--- config.mk ---
export PLATFORM = sky130hd
export DESIGN_NAME = keypad_password_lock_flat
export DESIGN_NICKNAME = d
export VERILOG_FILES = /design/src/design/kpl_pkg.sv /design/src/design/kpl_if.sv /design/src/design/kpl_cfg.sv /design/src/design/kpl_core.sv /design/src/design/keypad_password_lock.sv /design/src/flat_wrapper.sv
export SDC_FILE = /design/constraint.sdc
export NUM_CORES = 1
export LEC_CHECK = 0
export BUFFER_PORTS_ARGS = -buffer_cell sky130_fd_sc_hd__buf_4
export CAP_MARGIN = 20
export CELL_PAD_IN_SITES_DETAIL_PLACEMENT = 0
export CELL_PAD_IN_SITES_GLOBAL_PLACEMENT = 2
export CORE_MARGIN = 2
export CORE_UTILIZATION = 41
export DETAILED_ROUTE_END_ITERATION = 16
export PLACE_DENSITY = 0.77
export SETUP_SLACK_MARGIN = 0.5
export SKIP_CTS_REPAIR_TIMING = 1
export SYNTH_ARGS = -nofsm -noshare
export SYNTH_HDL_FRONTEND = slang
export SYNTH_SLANG_ARGS = --single-unit
--- constraint.sdc ---
create_clock -name clk -period 3.4 [get_ports clk]
set_input_delay 0.17 -clock clk [delete_from_list [all_inputs] [get_ports clk]]
set_output_delay 0.17 -clock clk [all_outputs]
set_load 0.02 [all_outputs]
--- src/design/kpl_pkg.sv ---
// ----------------------------------------------------------------------------
// Keypad password lock package
// Shared types, codes and constants for the keypad password lock.
// ----------------------------------------------------------------------------
package kpl_pkg;

	localparam int PASS_DIGITS = 5;
	localparam int POS_W       = $clog2(PASS_DIGITS + 1);
	localparam int IDX_W       = (PASS_DIGITS > 1) ? $clog2(PASS_DIGITS) : 1;

	localparam int DIGIT_W     = 4;
	localparam int KEY_W       = 8;
	localparam int EVENT_W     = 4;
	localparam int DIGITS_W    = 3;
	localparam int ATT_W       = 4;
	localparam int TICK_W      = 16;
	localparam int BLINK_W     = 10;
	localparam int PHASE_W     = 3;

	localparam int CFG_IDX_W   = 2;
	localparam int CFG_DATA_W  = 16;

	localparam logic [CFG_IDX_W-1:0] CFG_ATTEMPTS = 2'd0;
	localparam logic [CFG_IDX_W-1:0] CFG_OPEN     = 2'd1;
	localparam logic [CFG_IDX_W-1:0] CFG_LOCKOUT  = 2'd2;
	localparam logic [CFG_IDX_W-1:0] CFG_BLINK    = 2'd3;

	localparam logic [ATT_W-1:0]   ATT_RESET   = 4'd3;
	localparam logic [TICK_W-1:0]  OPEN_RESET  = 16'd5000;
	localparam logic [TICK_W-1:0]  LOCK_RESET  = 16'd2500;
	localparam logic [BLINK_W-1:0] BLINK_RESET = 10'd50;

	localparam logic [KEY_W-1:0] KEY_EQ   = 8'h3D;
	localparam logic [KEY_W-1:0] KEY_CONF = 8'h43;
	localparam logic [KEY_W-1:0] KEY_0    = 8'h30;
	localparam logic [KEY_W-1:0] KEY_9    = 8'h39;

	typedef enum logic [PHASE_W-1:0] {
		PH_SETUP = 3'd0,
		PH_ENTER = 3'd1,
		PH_OLD   = 3'd2,
		PH_NEW   = 3'd3,
		PH_OPEN  = 3'd4,
		PH_LOCK  = 3'd5
	} phase_t;

	typedef enum logic [EVENT_W-1:0] {
		EV_NONE     = 4'd0,
		EV_DIGIT    = 4'd1,
		EV_SET      = 4'd2,
		EV_OPEN     = 4'd3,
		EV_WRONG    = 4'd4,
		EV_LOCKOUT  = 4'd5,
		EV_CHANGE   = 4'd6,
		EV_BADOLD   = 4'd7,
		EV_OLDOK    = 4'd8,
		EV_CHANGED  = 4'd9,
		EV_CLOSED   = 4'd10,
		EV_UNLOCKED = 4'd11
	} event_t;

	typedef struct packed {
		logic [ATT_W-1:0]   attempts_allowed;
		logic [TICK_W-1:0]  open_ticks;
		logic [TICK_W-1:0]  lockout_ticks;
		logic [BLINK_W-1:0] blink_ticks;
	} cfg_t;

	typedef struct packed {
		logic             load;
		logic [ATT_W-1:0] value;
	} att_wr_t;

	typedef struct packed {
		logic                door_open;
		logic                buzzer_on;
		logic                alarm_led;
		logic [EVENT_W-1:0]  event_res;
		logic [DIGITS_W-1:0] digits_entered;
		logic [ATT_W-1:0]    attempts_left;
		logic [PHASE_W-1:0]  lock_phase;
	} res_t;

endpackage

--- src/design/kpl_if.sv ---
// ----------------------------------------------------------------------------
// Keypad password lock channels
// Valid/ready channels for key and tick items and for result items.
// ----------------------------------------------------------------------------
interface kpl_in_if;
	logic                     valid;
	logic                     ready;
	logic                     func;
	logic [kpl_pkg::KEY_W-1:0] key_code;

	modport source (output valid, output func, output key_code, input ready);
	modport sink (input valid, input func, input key_code, output ready);
endinterface

interface kpl_out_if;
	logic                          valid;
	logic                          ready;
	logic                          door_open;
	logic                          buzzer_on;
	logic                          alarm_led;
	logic [kpl_pkg::EVENT_W-1:0]   event_res;
	logic [kpl_pkg::DIGITS_W-1:0]  digits_entered;
	logic [kpl_pkg::ATT_W-1:0]     attempts_left;
	logic [kpl_pkg::PHASE_W-1:0]   lock_phase;

	modport source (output valid, output door_open, output buzzer_on, output alarm_led,
		output event_res, output digits_entered, output attempts_left,
		output lock_phase, input ready);
	modport sink (input valid, input door_open, input buzzer_on, input alarm_led,
		input event_res, input digits_entered, input attempts_left,
		input lock_phase, output ready);
endinterface

--- src/design/kpl_cfg.sv ---
// ----------------------------------------------------------------------------
// Keypad password lock configuration registers
// Holds the attempt count and the timing registers written over the port.
// ----------------------------------------------------------------------------
module kpl_cfg (
	input  logic                             clk,
	input  logic                             arst_n,
	input  logic                             cfg_we,
	input  logic [kpl_pkg::CFG_IDX_W-1:0]    cfg_idx,
	input  logic [kpl_pkg::CFG_DATA_W-1:0]   cfg_data,
	output kpl_pkg::cfg_t                    cfg,
	output kpl_pkg::att_wr_t                 att_wr
);

	kpl_pkg::cfg_t cfg_q;

	always_ff @(posedge clk or negedge arst_n) begin
		if (!arst_n) begin
			cfg_q.attempts_allowed <= kpl_pkg::ATT_RESET;
			cfg_q.open_ticks       <= kpl_pkg::OPEN_RESET;
			cfg_q.lockout_ticks    <= kpl_pkg::LOCK_RESET;
			cfg_q.blink_ticks      <= kpl_pkg::BLINK_RESET;
		end else if (cfg_we) begin
			case (cfg_idx)
				kpl_pkg::CFG_ATTEMPTS: begin
					cfg_q.attempts_allowed <= cfg_data[kpl_pkg::ATT_W-1:0];
				end
				kpl_pkg::CFG_OPEN: begin
					cfg_q.open_ticks <= cfg_data[kpl_pkg::TICK_W-1:0];
				end
				kpl_pkg::CFG_LOCKOUT: begin
					cfg_q.lockout_ticks <= cfg_data[kpl_pkg::TICK_W-1:0];
				end
				kpl_pkg::CFG_BLINK: begin
					cfg_q.blink_ticks <= cfg_data[kpl_pkg::BLINK_W-1:0];
				end
				default: begin
				end
			endcase
		end
	end

	assign cfg          = cfg_q;
	assign att_wr.load  = cfg_we && (cfg_idx == kpl_pkg::CFG_ATTEMPTS);
	assign att_wr.value = cfg_data[kpl_pkg::ATT_W-1:0];

endmodule

--- src/design/kpl_core.sv ---
// ----------------------------------------------------------------------------
// Keypad password lock core
// Lock state and the update that one key or tick item causes.
// ----------------------------------------------------------------------------
module kpl_core (
	input  logic                          clk,
	input  logic                          arst_n,
	input  logic                          go,
	input  logic                          func,
	input  logic [kpl_pkg::KEY_W-1:0]     key_code,
	input  kpl_pkg::cfg_t                 cfg,
	input  kpl_pkg::att_wr_t              att_wr,
	output kpl_pkg::res_t                 res
);

	kpl_pkg::phase_t                                          phase_q, phase_n;
	logic [kpl_pkg::PASS_DIGITS-1:0][kpl_pkg::DIGIT_W-1:0]    pw_q, pw_n;
	logic [kpl_pkg::PASS_DIGITS-1:0][kpl_pkg::DIGIT_W-1:0]    dig_q, dig_n;
	logic [kpl_pkg::POS_W-1:0]                                pos_q, pos_n;
	logic [kpl_pkg::ATT_W-1:0]                                att_q, att_n;
	logic [kpl_pkg::TICK_W-1:0]                               ptim_q, ptim_n;
	logic [kpl_pkg::BLINK_W-1:0]                              btim_q, btim_n, btim_inc;
	logic                                                     led_q, led_n;
	kpl_pkg::event_t                                          ev;
	logic                                                     fin;
	logic                                                     match;
	logic [kpl_pkg::KEY_W-1:0]                                key_off;

	assign match    = (pw_q == dig_q);
	assign key_off  = key_code - kpl_pkg::KEY_0;
	assign btim_inc = btim_q + kpl_pkg::BLINK_W'(1);

	always_comb begin
		phase_n = phase_q;
		pw_n    = pw_q;
		dig_n   = dig_q;
		pos_n   = pos_q;
		att_n   = att_q;
		ptim_n  = ptim_q;
		btim_n  = btim_q;
		led_n   = led_q;
		ev      = kpl_pkg::EV_NONE;
		fin     = 1'b0;
		if (func) begin
			if (phase_q == kpl_pkg::PH_OPEN) begin
				if (ptim_q <= kpl_pkg::TICK_W'(1)) begin
					ptim_n  = '0;
					phase_n = kpl_pkg::PH_ENTER;
					pos_n   = '0;
					ev      = kpl_pkg::EV_CLOSED;
				end else begin
					ptim_n = ptim_q - kpl_pkg::TICK_W'(1);
				end
			end else if (phase_q == kpl_pkg::PH_LOCK) begin
				if (ptim_q <= kpl_pkg::TICK_W'(1)) begin
					ptim_n  = '0;
					btim_n  = '0;
					led_n   = 1'b0;
					att_n   = cfg.attempts_allowed;
					phase_n = kpl_pkg::PH_ENTER;
					pos_n   = '0;
					ev      = kpl_pkg::EV_UNLOCKED;
				end else begin
					ptim_n = ptim_q - kpl_pkg::TICK_W'(1);
					if (btim_inc >= cfg.blink_ticks) begin
						btim_n = '0;
						led_n  = ~led_q;
					end else begin
						btim_n = btim_inc;
					end
				end
			end
		end else if (phase_q == kpl_pkg::PH_SETUP || phase_q == kpl_pkg::PH_ENTER ||
				phase_q == kpl_pkg::PH_OLD || phase_q == kpl_pkg::PH_NEW) begin
			if (pos_q < kpl_pkg::POS_W'(kpl_pkg::PASS_DIGITS)) begin
				if (key_code == kpl_pkg::KEY_EQ) begin
					if (phase_q == kpl_pkg::PH_ENTER) begin
						dig_n   = '0;
						pos_n   = '0;
						phase_n = kpl_pkg::PH_OLD;
						ev      = kpl_pkg::EV_CHANGE;
					end else begin
						fin = 1'b1;
					end
				end else if (key_code >= kpl_pkg::KEY_0 && key_code <= kpl_pkg::KEY_9) begin
					dig_n[pos_q[kpl_pkg::IDX_W-1:0]] = key_off[kpl_pkg::DIGIT_W-1:0];
					pos_n = pos_q + kpl_pkg::POS_W'(1);
					ev    = kpl_pkg::EV_DIGIT;
				end
			end else if (key_code == kpl_pkg::KEY_CONF) begin
				fin = 1'b1;
			end
		end

		if (fin) begin
			pos_n = '0;
			case (phase_q)
				kpl_pkg::PH_SETUP: begin
					pw_n    = dig_q;
					phase_n = kpl_pkg::PH_ENTER;
					ev      = kpl_pkg::EV_SET;
				end
				kpl_pkg::PH_ENTER: begin
					if (match) begin
						phase_n = kpl_pkg::PH_OPEN;
						ptim_n  = cfg.open_ticks;
						ev      = kpl_pkg::EV_OPEN;
					end else if (att_q <= kpl_pkg::ATT_W'(1)) begin
						att_n   = '0;
						phase_n = kpl_pkg::PH_LOCK;
						ptim_n  = cfg.lockout_ticks;
						btim_n  = '0;
						led_n   = 1'b0;
						ev      = kpl_pkg::EV_LOCKOUT;
					end else begin
						att_n = att_q - kpl_pkg::ATT_W'(1);
						ev    = kpl_pkg::EV_WRONG;
					end
				end
				kpl_pkg::PH_OLD: begin
					if (match) begin
						phase_n = kpl_pkg::PH_NEW;
						ev      = kpl_pkg::EV_OLDOK;
					end else begin
						phase_n = kpl_pkg::PH_ENTER;
						ev      = kpl_pkg::EV_BADOLD;
					end
				end
				kpl_pkg::PH_NEW: begin
					pw_n    = dig_q;
					phase_n = kpl_pkg::PH_ENTER;
					ev      = kpl_pkg::EV_CHANGED;
				end
				default: begin
				end
			endcase
		end
	end

	always_ff @(posedge clk or negedge arst_n) begin
		if (!arst_n) begin
			phase_q <= kpl_pkg::PH_SETUP;
			dig_q   <= '0;
			pos_q   <= '0;
			att_q   <= kpl_pkg::ATT_RESET;
			ptim_q  <= '0;
			btim_q  <= '0;
			led_q   <= 1'b0;
		end else if (att_wr.load) begin
			att_q <= att_wr.value;
		end else if (go) begin
			phase_q <= phase_n;
			dig_q   <= dig_n;
			pos_q   <= pos_n;
			att_q   <= att_n;
			ptim_q  <= ptim_n;
			btim_q  <= btim_n;
			led_q   <= led_n;
		end
	end

	// The stored password has no reset; it is always set in the setup phase before use.
	always_ff @(posedge clk) begin
		if (go) begin
			pw_q <= pw_n;
		end
	end

	assign res.door_open      = (phase_n == kpl_pkg::PH_OPEN);
	assign res.buzzer_on      = (phase_n == kpl_pkg::PH_LOCK);
	assign res.alarm_led      = (phase_n == kpl_pkg::PH_LOCK) && led_n;
	assign res.event_res      = ev;
	assign res.digits_entered = kpl_pkg::DIGITS_W'(pos_n);
	assign res.attempts_left  = att_n;
	assign res.lock_phase     = phase_n;

`ifndef SYNTHESIS
	a_pos_range: assert property (@(posedge clk) disable iff (!arst_n)
		pos_q <= kpl_pkg::POS_W'(kpl_pkg::PASS_DIGITS))
		else $error("entry position beyond the password length");

	a_open_no_entry: assert property (@(posedge clk) disable iff (!arst_n)
		(phase_q == kpl_pkg::PH_OPEN || phase_q == kpl_pkg::PH_LOCK) |-> pos_q == '0)
		else $error("digits held while the door is open or locked out");

	a_led_off_outside_lock: assert property (@(posedge clk) disable iff (!arst_n)
		phase_q != kpl_pkg::PH_LOCK |-> (!led_q && btim_q == '0))
		else $error("blink state active outside lockout");

	a_tick_keeps_setup: assert property (@(posedge clk) disable iff (!arst_n)
		(go && func && !att_wr.load && phase_q == kpl_pkg::PH_SETUP)
		|=> phase_q == kpl_pkg::PH_SETUP)
		else $error("tick item left the setup phase");
`endif

endmodule

--- src/design/keypad_password_lock.sv ---
// ----------------------------------------------------------------------------
// Keypad password lock
// Takes key and tick items and runs the setup, entry, change, open and lockout
// phases of a keypad combination lock, giving one result item per input item.
// ----------------------------------------------------------------------------
// Channel   Direction  Carries
// key_in    sink       func, key_code
// res_out   source     door_open, buzzer_on, alarm_led, event_res,
//                      digits_entered, attempts_left, lock_phase
// cfg_*     write      attempts_allowed, open_ticks, lockout_ticks, blink_ticks
//
// One item is accepted per clock while the output is not stalled; each item passes
// through the input register and then the output register.
// The item's whole state update is computed combinationally out of the input register.
// A stalled output holds its result and stops the input register, which then
// drops key_in.ready. Reset restores the configuration defaults and the setup
// phase; no clearing pass is needed.
// ----------------------------------------------------------------------------
module keypad_password_lock (
	input  logic                           clk,
	input  logic                           arst_n,
	kpl_in_if.sink                         key_in,
	kpl_out_if.source                      res_out,
	input  logic                           cfg_we,
	input  logic [kpl_pkg::CFG_IDX_W-1:0]  cfg_idx,
	input  logic [kpl_pkg::CFG_DATA_W-1:0] cfg_data
);

	logic                      vld_s1;
	logic                      func_s1;
	logic [kpl_pkg::KEY_W-1:0] key_s1;
	logic                      out_vld_q;
	kpl_pkg::res_t             res_q;
	kpl_pkg::res_t             res;
	kpl_pkg::cfg_t             cfg;
	kpl_pkg::att_wr_t          att_wr;
	logic                      go;
	logic                      take;

	assign go           = vld_s1 && (!out_vld_q || res_out.ready);
	assign take         = key_in.valid && key_in.ready;
	assign key_in.ready = !vld_s1 || go;

	always_ff @(posedge clk or negedge arst_n) begin
		if (!arst_n) begin
			vld_s1 <= 1'b0;
		end else if (key_in.ready) begin
			vld_s1 <= key_in.valid;
		end
	end

	always_ff @(posedge clk) begin
		if (take) begin
			func_s1 <= key_in.func;
			key_s1  <= key_in.key_code;
		end
	end

	kpl_cfg u_cfg (
		.clk      (clk),
		.arst_n   (arst_n),
		.cfg_we   (cfg_we),
		.cfg_idx  (cfg_idx),
		.cfg_data (cfg_data),
		.cfg      (cfg),
		.att_wr   (att_wr)
	);

	kpl_core u_core (
		.clk      (clk),
		.arst_n   (arst_n),
		.go       (go),
		.func     (func_s1),
		.key_code (key_s1),
		.cfg      (cfg),
		.att_wr   (att_wr),
		.res      (res)
	);

	always_ff @(posedge clk or negedge arst_n) begin
		if (!arst_n) begin
			out_vld_q <= 1'b0;
		end else if (go) begin
			out_vld_q <= 1'b1;
		end else if (res_out.ready) begin
			out_vld_q <= 1'b0;
		end
	end

	always_ff @(posedge clk) begin
		if (go) begin
			res_q <= res;
		end
	end

	assign res_out.valid          = out_vld_q;
	assign res_out.door_open      = res_q.door_open;
	assign res_out.buzzer_on      = res_q.buzzer_on;
	assign res_out.alarm_led      = res_q.alarm_led;
	assign res_out.event_res      = res_q.event_res;
	assign res_out.digits_entered = res_q.digits_entered;
	assign res_out.attempts_left  = res_q.attempts_left;
	assign res_out.lock_phase     = res_q.lock_phase;

endmodule
--- src/flat_wrapper.sv ---
// flat-port wrapper written by rule: the top's interface ports become plain ports
module keypad_password_lock_flat 
  (clk, arst_n, cfg_we, cfg_idx, cfg_data, key_in_valid, key_in_func, key_in_key_code, key_in_ready, res_out_valid, res_out_door_open, res_out_buzzer_on, res_out_alarm_led, res_out_event_res, res_out_digits_entered, res_out_attempts_left, res_out_lock_phase, res_out_ready);
  kpl_in_if key_in_i ();
  kpl_out_if res_out_i ();
  input  logic clk;
  input  logic arst_n;
  input  logic cfg_we;
  input  logic [kpl_pkg::CFG_IDX_W-1:0] cfg_idx;
  input  logic [kpl_pkg::CFG_DATA_W-1:0] cfg_data;
  input wire logic [$bits(key_in_i.valid)-1:0] key_in_valid;
  input wire logic [$bits(key_in_i.func)-1:0] key_in_func;
  input wire logic [$bits(key_in_i.key_code)-1:0] key_in_key_code;
  output wire logic [$bits(key_in_i.ready)-1:0] key_in_ready;
  output wire logic [$bits(res_out_i.valid)-1:0] res_out_valid;
  output wire logic [$bits(res_out_i.door_open)-1:0] res_out_door_open;
  output wire logic [$bits(res_out_i.buzzer_on)-1:0] res_out_buzzer_on;
  output wire logic [$bits(res_out_i.alarm_led)-1:0] res_out_alarm_led;
  output wire logic [$bits(res_out_i.event_res)-1:0] res_out_event_res;
  output wire logic [$bits(res_out_i.digits_entered)-1:0] res_out_digits_entered;
  output wire logic [$bits(res_out_i.attempts_left)-1:0] res_out_attempts_left;
  output wire logic [$bits(res_out_i.lock_phase)-1:0] res_out_lock_phase;
  input wire logic [$bits(res_out_i.ready)-1:0] res_out_ready;
  assign key_in_i.valid = key_in_valid;
  assign key_in_i.func = key_in_func;
  assign key_in_i.key_code = key_in_key_code;
  assign key_in_ready = key_in_i.ready;
  assign res_out_valid = res_out_i.valid;
  assign res_out_door_open = res_out_i.door_open;
  assign res_out_buzzer_on = res_out_i.buzzer_on;
  assign res_out_alarm_led = res_out_i.alarm_led;
  assign res_out_event_res = res_out_i.event_res;
  assign res_out_digits_entered = res_out_i.digits_entered;
  assign res_out_attempts_left = res_out_i.attempts_left;
  assign res_out_lock_phase = res_out_i.lock_phase;
  assign res_out_i.ready = res_out_ready;
  keypad_password_lock u_core (.clk(clk), .arst_n(arst_n), .key_in(key_in_i), .res_out(res_out_i), .cfg_we(cfg_we), .cfg_idx(cfg_idx), .cfg_data(cfg_data));
endmodule
==> impl_results.md, run 1 <==
* Min Tclk post-route at 2730 ps
* Final Hold Fails at 0
* Compound-cell area share of the yosys netlist at 0.138
* Largest net degree at the start of global routing at 63
* Path type of the worst min-delay path: in -> reg
* Most frequent cells after synthesis: dfrtp_1 (88), nand2_1 (68), o21ai_0 (59)
* Crit start category: flip-flop
* # Max-Cap Violations at 0
* Req. time, crit path at 3760 ps
* Gp weighted congestion at 0.828
* Vias at 5953
* Post-detailed-route count of antenna-violating nets at 0
* Crit share post-route at 0.804
* Top-count cell post-synth: dfrtp_1
* PortBufs at 50
* Seq cells post-synth at 151
* Sw Ratio at 0.286
* Syn Nets at 763
* Critical path class: reg -> reg
* Async S/R FF share, synth at 0.695
* CTS tree: done
* HPWL Detailed at 14500 um
* Worst-Skew Late Latency at 430 ps
* DR iter-0 viols at 295
* Clk_skew at 8.81 ps
* Clock root buffer: clkbuf_16
* Placed cell areas at 8390 um2
* Rows at 50
* Top cell type by total area after synthesis: dfrtp_1
* Dominant synthesized flop cell: dfrtp_1
* Clock sinks at 151
* Setup violators final at 0
* Largest family of logic cells by synthesized area: simple AND/OR/NAND/NOR gates
* Ranking of synthesized cells by area: dfrtp_1 (28%), edfxtp_1 (18%), mux2_2 (6.5%)
* Register area at 4030 um2
* EDFF count, synth at 46
* Initial antenna violation count at 0
* Antenna cells at 0
* Leak pwr at 0.00387 uW
* Nets@finish at 840
* First-pass GRT wire length at 32300 um
* Design area at 9270 um2
* Average cell area after synthesis at 10.8 um2
* Vias in the first global route at 5680
* R2R cell count at 12
* RSZ-0062 raised after global routing: false
* Crit. End Element: flip-flop
* Post-synthesis simple-gate area fraction at 0.169
* CTS buffer count at 17
* FF-to-FF End: u_core.u_core.btim_q[3]
* Relative max-transition margin at 0.287
* Worst-case vdd ir drop at 0.324 mV
* Worst Max-Slew Pin Slew at 1070 ps
* Yosys warns at 0
* Status: finished, final reports clean
* Origin of the worst setup path: u_core.u_core.btim_q[3]
* Psw at 1340 uW
* Pwr per Cell Area at 507 nW/um2
* Overall Global Routing Usage at 0.212
* Max Clk Rate at 0.366 GHz
* Via-per-instance ratio at 5.73
* Drt total wl at 20700 um
* Area growth syn-to-layout at 19.7%
* Gate power share at 0.142
* Routed len/inst at 19.9 um
* Register share of total power at 0.476
* GR Overflow Total at 0
* Power Internal at 3350 uW
* Die Area at 20000 um2
* Synth Area in Adders at 0.0259
* Reg2Reg Setup Slack at 670 ps
* Critical Path Sink: u_core.u_core.btim_q[3]
* Clk network pwr share at 0.382
* Multi-input gate area at 3540 um2
* Synthesized cell area at 7740 um2
* I/O Pins at 51
* Clk buf depth at 2
* Mux cell area share after synthesis at 0.0719
* Seq/Total Area, Yosys at 0.521
* Top-area cell type share of the netlist area at 0.284
* Synth Area in XOR/XNOR at 0.0464
* # H-tree levels at 4
* Initial DRT Pass Iterations at 5
* Unique masters post-synth at 76
* Drt drc at 0
* Synthesized netlist cell count at 715
* Clock transition at path regs at 60 ps
* Core area at 18600 um2
* Initial Utilization at 0.415
* Fillers at 1733
* Worst-path fanout max at 7
* Critical Path AT at 3090 ps
* Max Transition Viols Final at 0
* Share of cells above drive strength 1 at 0.240
* DIE HEIGHT at 141 um
* Die X at 141 um
* Reg2reg start: u_core.u_core.btim_q[3]
* Sum Neg Setup Slack at 0 ps
[cell type report]
cell class,instances,area share
flip-flops and latches,151,0.435
multi-input cells,507,0.382
repair buffers,90,0.0807
clock buffers,17,0.0459
well taps,234,0.0316
clock inverters,15,0.0147
inverters,25,0.0101
[stage by stage]
| stage | hold WS (ps) | instances | utilization | worst slack [ps] | total power (uW) |
|---|---|---|---|---|---|
| finish | 22.2 | 1039 | 0.497 | 667 | 4700 |
| CTS | -236 | 1011 | 0.480 | 384 | 4720 |
| floorplan | -126 | 715 | - | 786 | 2650 |
| global route | 37.6 | 1039 | 0.497 | 483 | 4930 |
| detailed placement | 226 | 979 | 0.450 | 402 | 2910 |
| global placement | 218 | 979 | 0.450 | 500 | 2890 |
[sequential cells by signal (all words and copies together) (netlist names)]
| register | cells |
|---|---|
| u_core.u_cfg.cfg | 46 |
| u_core.u_core.dig_q | 20 |
| u_core.u_core.pw_q | 20 |
| u_core.u_core.ptim_q | 16 |
| u_core.u_core.btim_q | 10 |
| u_core.key_s1 | 8 |
| u_core.res_out.attempts_left | 4 |
| u_core.res_out.event_res | 4 |
| u_core.u_core.att_q | 4 |
| u_core.res_out.digits_entered | 3 |
| u_core.res_out.lock_phase | 3 |
| u_core.u_core.phase_q | 3 |
| u_core.u_core.pos_q | 3 |
| u_core.func_s1 | 1 |
| u_core.res_out.alarm_led | 1 |
| u_core.res_out.buzzer_on | 1 |
| u_core.res_out.door_open | 1 |
| u_core.res_out.valid | 1 |
| u_core.u_core.led_q | 1 |
| u_core.vld_s1 | 1 |
[worst max-delay path: stages, from the launching register on]
cell and delay [ps]:
dfrtp_1 380, and3_1 180, and3_2 230, and3_1 210, nand3_1 130, xnor2_2 170
ha_1 220, nor3_2 210, nand3_1 110, a41oi_2 260, or2_2 180, and2_2 220
a22o_1 170
[cell families (layout without fill, tap and decap cells)]
kind of cell / Yosys count / after routing
compound gates: 161 / 161
xor+xnor: 41 / 41
fa+ha+maj: 16 / 16
buf+inv: 57 / 147
flops: 151 / 151
mux: 50 / 50
simple gates: 239 / 239
[power by group through the flow]
stage          sequential [uW]  clock (uW)  combinational (uW)
3_3_place_gp              2260           0                 632
3_5_place_dp              2270           0                 643
5_1_grt                   2260        1930                 742
2_1_floorplan             2240           0                 411
4_1_cts                   2230        1840                 647
6_report                  2240        1800                 666
[cell usage in the layout (no fill, tap or decap), drive strengths merged, types with 9 or more instances in the layout]
| master | n |
|---|---|
| nand3 | 38 |
| inv | 33 |
| clkbuf | 17 |
| xor2 | 23 |
| xnor2 | 18 |
| a21oi | 22 |
| nor4 | 10 |
| o21ai | 65 |
| nand2 | 68 |
| dlygate4sd3 | 24 |
| and3 | 11 |
| dfstp | 17 |
| o211ai | 9 |
| ha | 16 |
| edfxtp | 46 |
| buf | 66 |
| nor2 | 36 |
| o31ai | 9 |
| nand4 | 12 |
| nor3 | 16 |
| dfrtp | 88 |
| mux2 | 45 |
[worst min path at each step]
stage / from / endpoint / slack, ps / depth (start not counted)
global placement: arst_n / u_core.u_core.pos_q[1] / 220 / 1
CTS: arst_n / u_core.u_core.pos_q[2] / -240 / 1
finish: cfg_data[1] / u_core.u_cfg.cfg[43] / 20 / 3
global route: cfg_data[2] / u_core.u_cfg.cfg[2] / 40 / 2
floorplan: arst_n / u_core.res_out.valid / -130 / 0
detailed placement: arst_n / u_core.u_core.pos_q[2] / 230 / 1
[per-layer routing]
| metal | share of wire | global-route usage | wire, um | up-vias |
|---|---|---|---|---|
| li1 | - | - | - | 2808 |
| met1 | 0.49 | 0.308 | 10100 | 3004 |
| met2 | 0.45 | 0.317 | 9360 | 125 |
| met3 | 0.045 | 0.0483 | 935 | 16 |
| met4 | 0.011 | 0.0616 | 228 | 0 |
| met5 | 0 | 0 | 0 | - |
Power figures use the tool's default switching activity.
==> inputs of run 2 (changes only) <==
CORE_UTILIZATION = 37   (was 41)
PLACE_DENSITY = 0.73   (was 0.77)
clock period = 2.2 ns   (was 3.4 ns; I/O delays follow)
==> run 2 against run 1 <==
Effect of this change:
- the run now ends with negative setup slack left
- critical path depth is 1 lower
- highest routed layer unchanged
- flip-flop and latch count stayed put
- first-iteration DRC count up 64%
- setup slack got worse by 970 ps
- final area up 25%
==> impl_results.md, run 2 (same netlist as run 1, synthesis figures left out) <==
* First-pass GRT wire length at 35700 um (was 32300 um)
* Clk_skew at 13.7 ps (was 8.81 ps)
* Share of cells above drive strength 1 at 0.469 (was 0.240)
* Gp weighted congestion at 0.817 (was 0.828)
* Die X at 149 um (was 141 um)
* Worst Max-Slew Pin Slew at 712 ps (was 1070 ps)
* Largest net degree at the start of global routing at 52 (was 63)
* Critical path class: reg -> reg (unchanged)
* GR Overflow Total at 0 (unchanged)
* Placed insts at 1115 (was 979)
* Max Transition Viols Final at 0 (unchanged)
* Crit. End Element: flip-flop (unchanged)
* WHS Endpoint: u_core.u_cfg.cfg[42] (was u_core.u_cfg.cfg[43])
* Worst-Skew Late Latency at 430 ps (about the same)
* Rows at 52 (was 50)
* Dpl ws at -593 ps (was 402 ps)
* Vias in the first global route at 6405 (was 5680)
* Die Area at 22100 um2 (was 20000 um2)
* # H-tree levels at 4 (unchanged)
* Final non-filler cell total at 1216 (was 1039)
* Area growth syn-to-layout at 49.3% (was 19.7%)
* Req. time, crit path at 2460 ps (was 3760 ps)
* # Max-Cap Violations at 0 (unchanged)
* CTS buffer count at 17 (unchanged)
* Fillers at 1729 (was 1733)
* Status: finished with violations (was finished, final reports clean)
* Failing checks: negative setup slack
* Clock root buffer: clkbuf_16 (unchanged)
* Via-per-instance ratio at 5.49 (was 5.73)
* DR iter-0 viols at 485 (was 295)
* Routed len/inst at 19.7 um (was 19.9 um)
* Drt drc at 0 (unchanged)
* Max reg flops at 46 (unchanged)
* CTS tree: done (unchanged)
* Crit share post-route at 1.14 (was 0.804)
* Initial antenna violation count at 0 (unchanged)
* Overall Global Routing Usage at 0.208 (was 0.212)
* Critical Path AT at 2760 ps (was 3090 ps)
* Commonest cells after routing, fill and taps aside: buf_4 (156), dfrtp_1 (88), nand2_1 (55) (was dfrtp_1 (87), nand2_1 (67), buf_4 (65))
* Worst-case vdd ir drop at 0.551 mV (was 0.324 mV)
* Vias at 6678 (was 5953)
* Final Hold Fails at 0 (unchanged)
* Path type of the worst min-delay path: in -> reg (unchanged)
* Worst-path fanout max at 4 (was 7)
* FF-to-FF End: u_core.res_out.alarm_led (was u_core.u_core.btim_q[3])
* RSZ-0062 raised after global routing: true (was false)
* Relative max-transition margin at 0.525 (was 0.287)
* Reg2reg start: u_core.u_core.btim_q[3] (unchanged)
* Leak pwr at 0.00483 uW (was 0.00387 uW)
* Min-Delay Path Depth at 4 (was 3)
* Final setup margin at -300 ps (was 667 ps)
* Worst Hold Slack at 26.0 ps (was 22.2 ps)
* Commonest non-fill, non-tap cell in the layout: buf_4 (was dfrtp_1)
* Max Clk Rate at 0.400 GHz (was 0.366 GHz)
* Pwr per Cell Area at 680 nW/um2 (was 507 nW/um2)
* Crit start category: flip-flop (unchanged)
* HPWL Detailed at 16200 um (was 14500 um)
* Drt total wl at 24000 um (was 20700 um)
* Nets@finish at 981 (was 840)
* R2R cell count at 11 (was 12)
* Antenna cells at 0 (unchanged)
* Initial Utilization at 0.380 (was 0.415)
* Min Tclk post-route at 2500 ps (was 2730 ps)
* Clk buf depth at 2 (unchanged)
* Hold Crit Start: cfg_idx[1] (was cfg_data[1])
* PortBufs at 50 (unchanged)
* Initial DRT Pass Iterations at 5 (unchanged)
* Core area at 20400 um2 (was 18600 um2)
* Reg2Reg Setup Slack at -300 ps (was 670 ps)
* Clock sinks at 151 (unchanged)
* DIE HEIGHT at 149 um (was 141 um)
* I/O Pins at 51 (unchanged)
* Post-detailed-route count of antenna-violating nets at 0 (unchanged)
* Setup violators final at 53 (was 0)
* Clock transition at path regs at 70 ps (was 60 ps)
run 2: through the flow:
step	power, uW	utilization	setup TNS (ps)	cell area [um2]
finish	7860	0.568	-6270	11600
global route	8190	0.568	-11090	11600
CTS	7710	0.498	-11950	10100
detailed placement	4710	0.467	-10810	9520
global placement	4670	0.467	-7940	9520
floorplan	4170	-	-2460	8060
run 2: where the power goes:
| part | switching, uW | total [uW] | internal [uW] |
|---|---|---|---|
| clock | 1450 | 3010 | 1560 |
| combinational | 774 | 1420 | 648 |
| sequential | 197 | 3430 | 3230 |
run 2: final cells by class:
| class | instances | area [um2] | area share |
|---|---|---|---|
| timing repair buffer | 231 | 2130 | 0.184 |
| clock buffer | 17 | 425 | 0.0368 |
| clock inverter | 15 | 204 | 0.0176 |
| inverter | 25 | 97.6 | 0.00844 |
| multi-input combinational | 507 | 4340 | 0.375 |
| tap | 270 | 338 | 0.0292 |
| sequential | 151 | 4030 | 0.349 |
run 2: critical path: stages, from the launching register on:
cell,delay (ps)
dfrtp_1,380
and3_4,180
and3_4,170
buf_6,120
xor2_2,140
ha_1,330
a211oi_2,220
nand3_2,120
a41oi_4,240
o311a_1,210
o22ai_2,80
nor4_2,130
run 2: metal layers:
layer  global-route usage  wire length, um
met5                    0                0
met2                0.320            11100
met1                0.308            11400
met4               0.0481              429
met3               0.0356             1090
run 2: worst max-delay path by stage:
stage	from	to	slack (ps)
2_1_floorplan	u_core.u_core.btim_q[2]	u_core.u_core.btim_q[0]	-290
3_3_place_gp	u_core.u_core.btim_q[4]	u_core.u_core.btim_q[0]	-410
3_5_place_dp	u_core.u_core.btim_q[4]	u_core.u_core.btim_q[0]	-590
4_1_cts	u_core.u_core.btim_q[4]	u_core.u_core.btim_q[0]	-610
5_1_grt	u_core.u_core.btim_q[4]	u_core.res_out.alarm_led	-430
6_report	u_core.u_core.btim_q[3]	u_core.res_out.alarm_led	-300
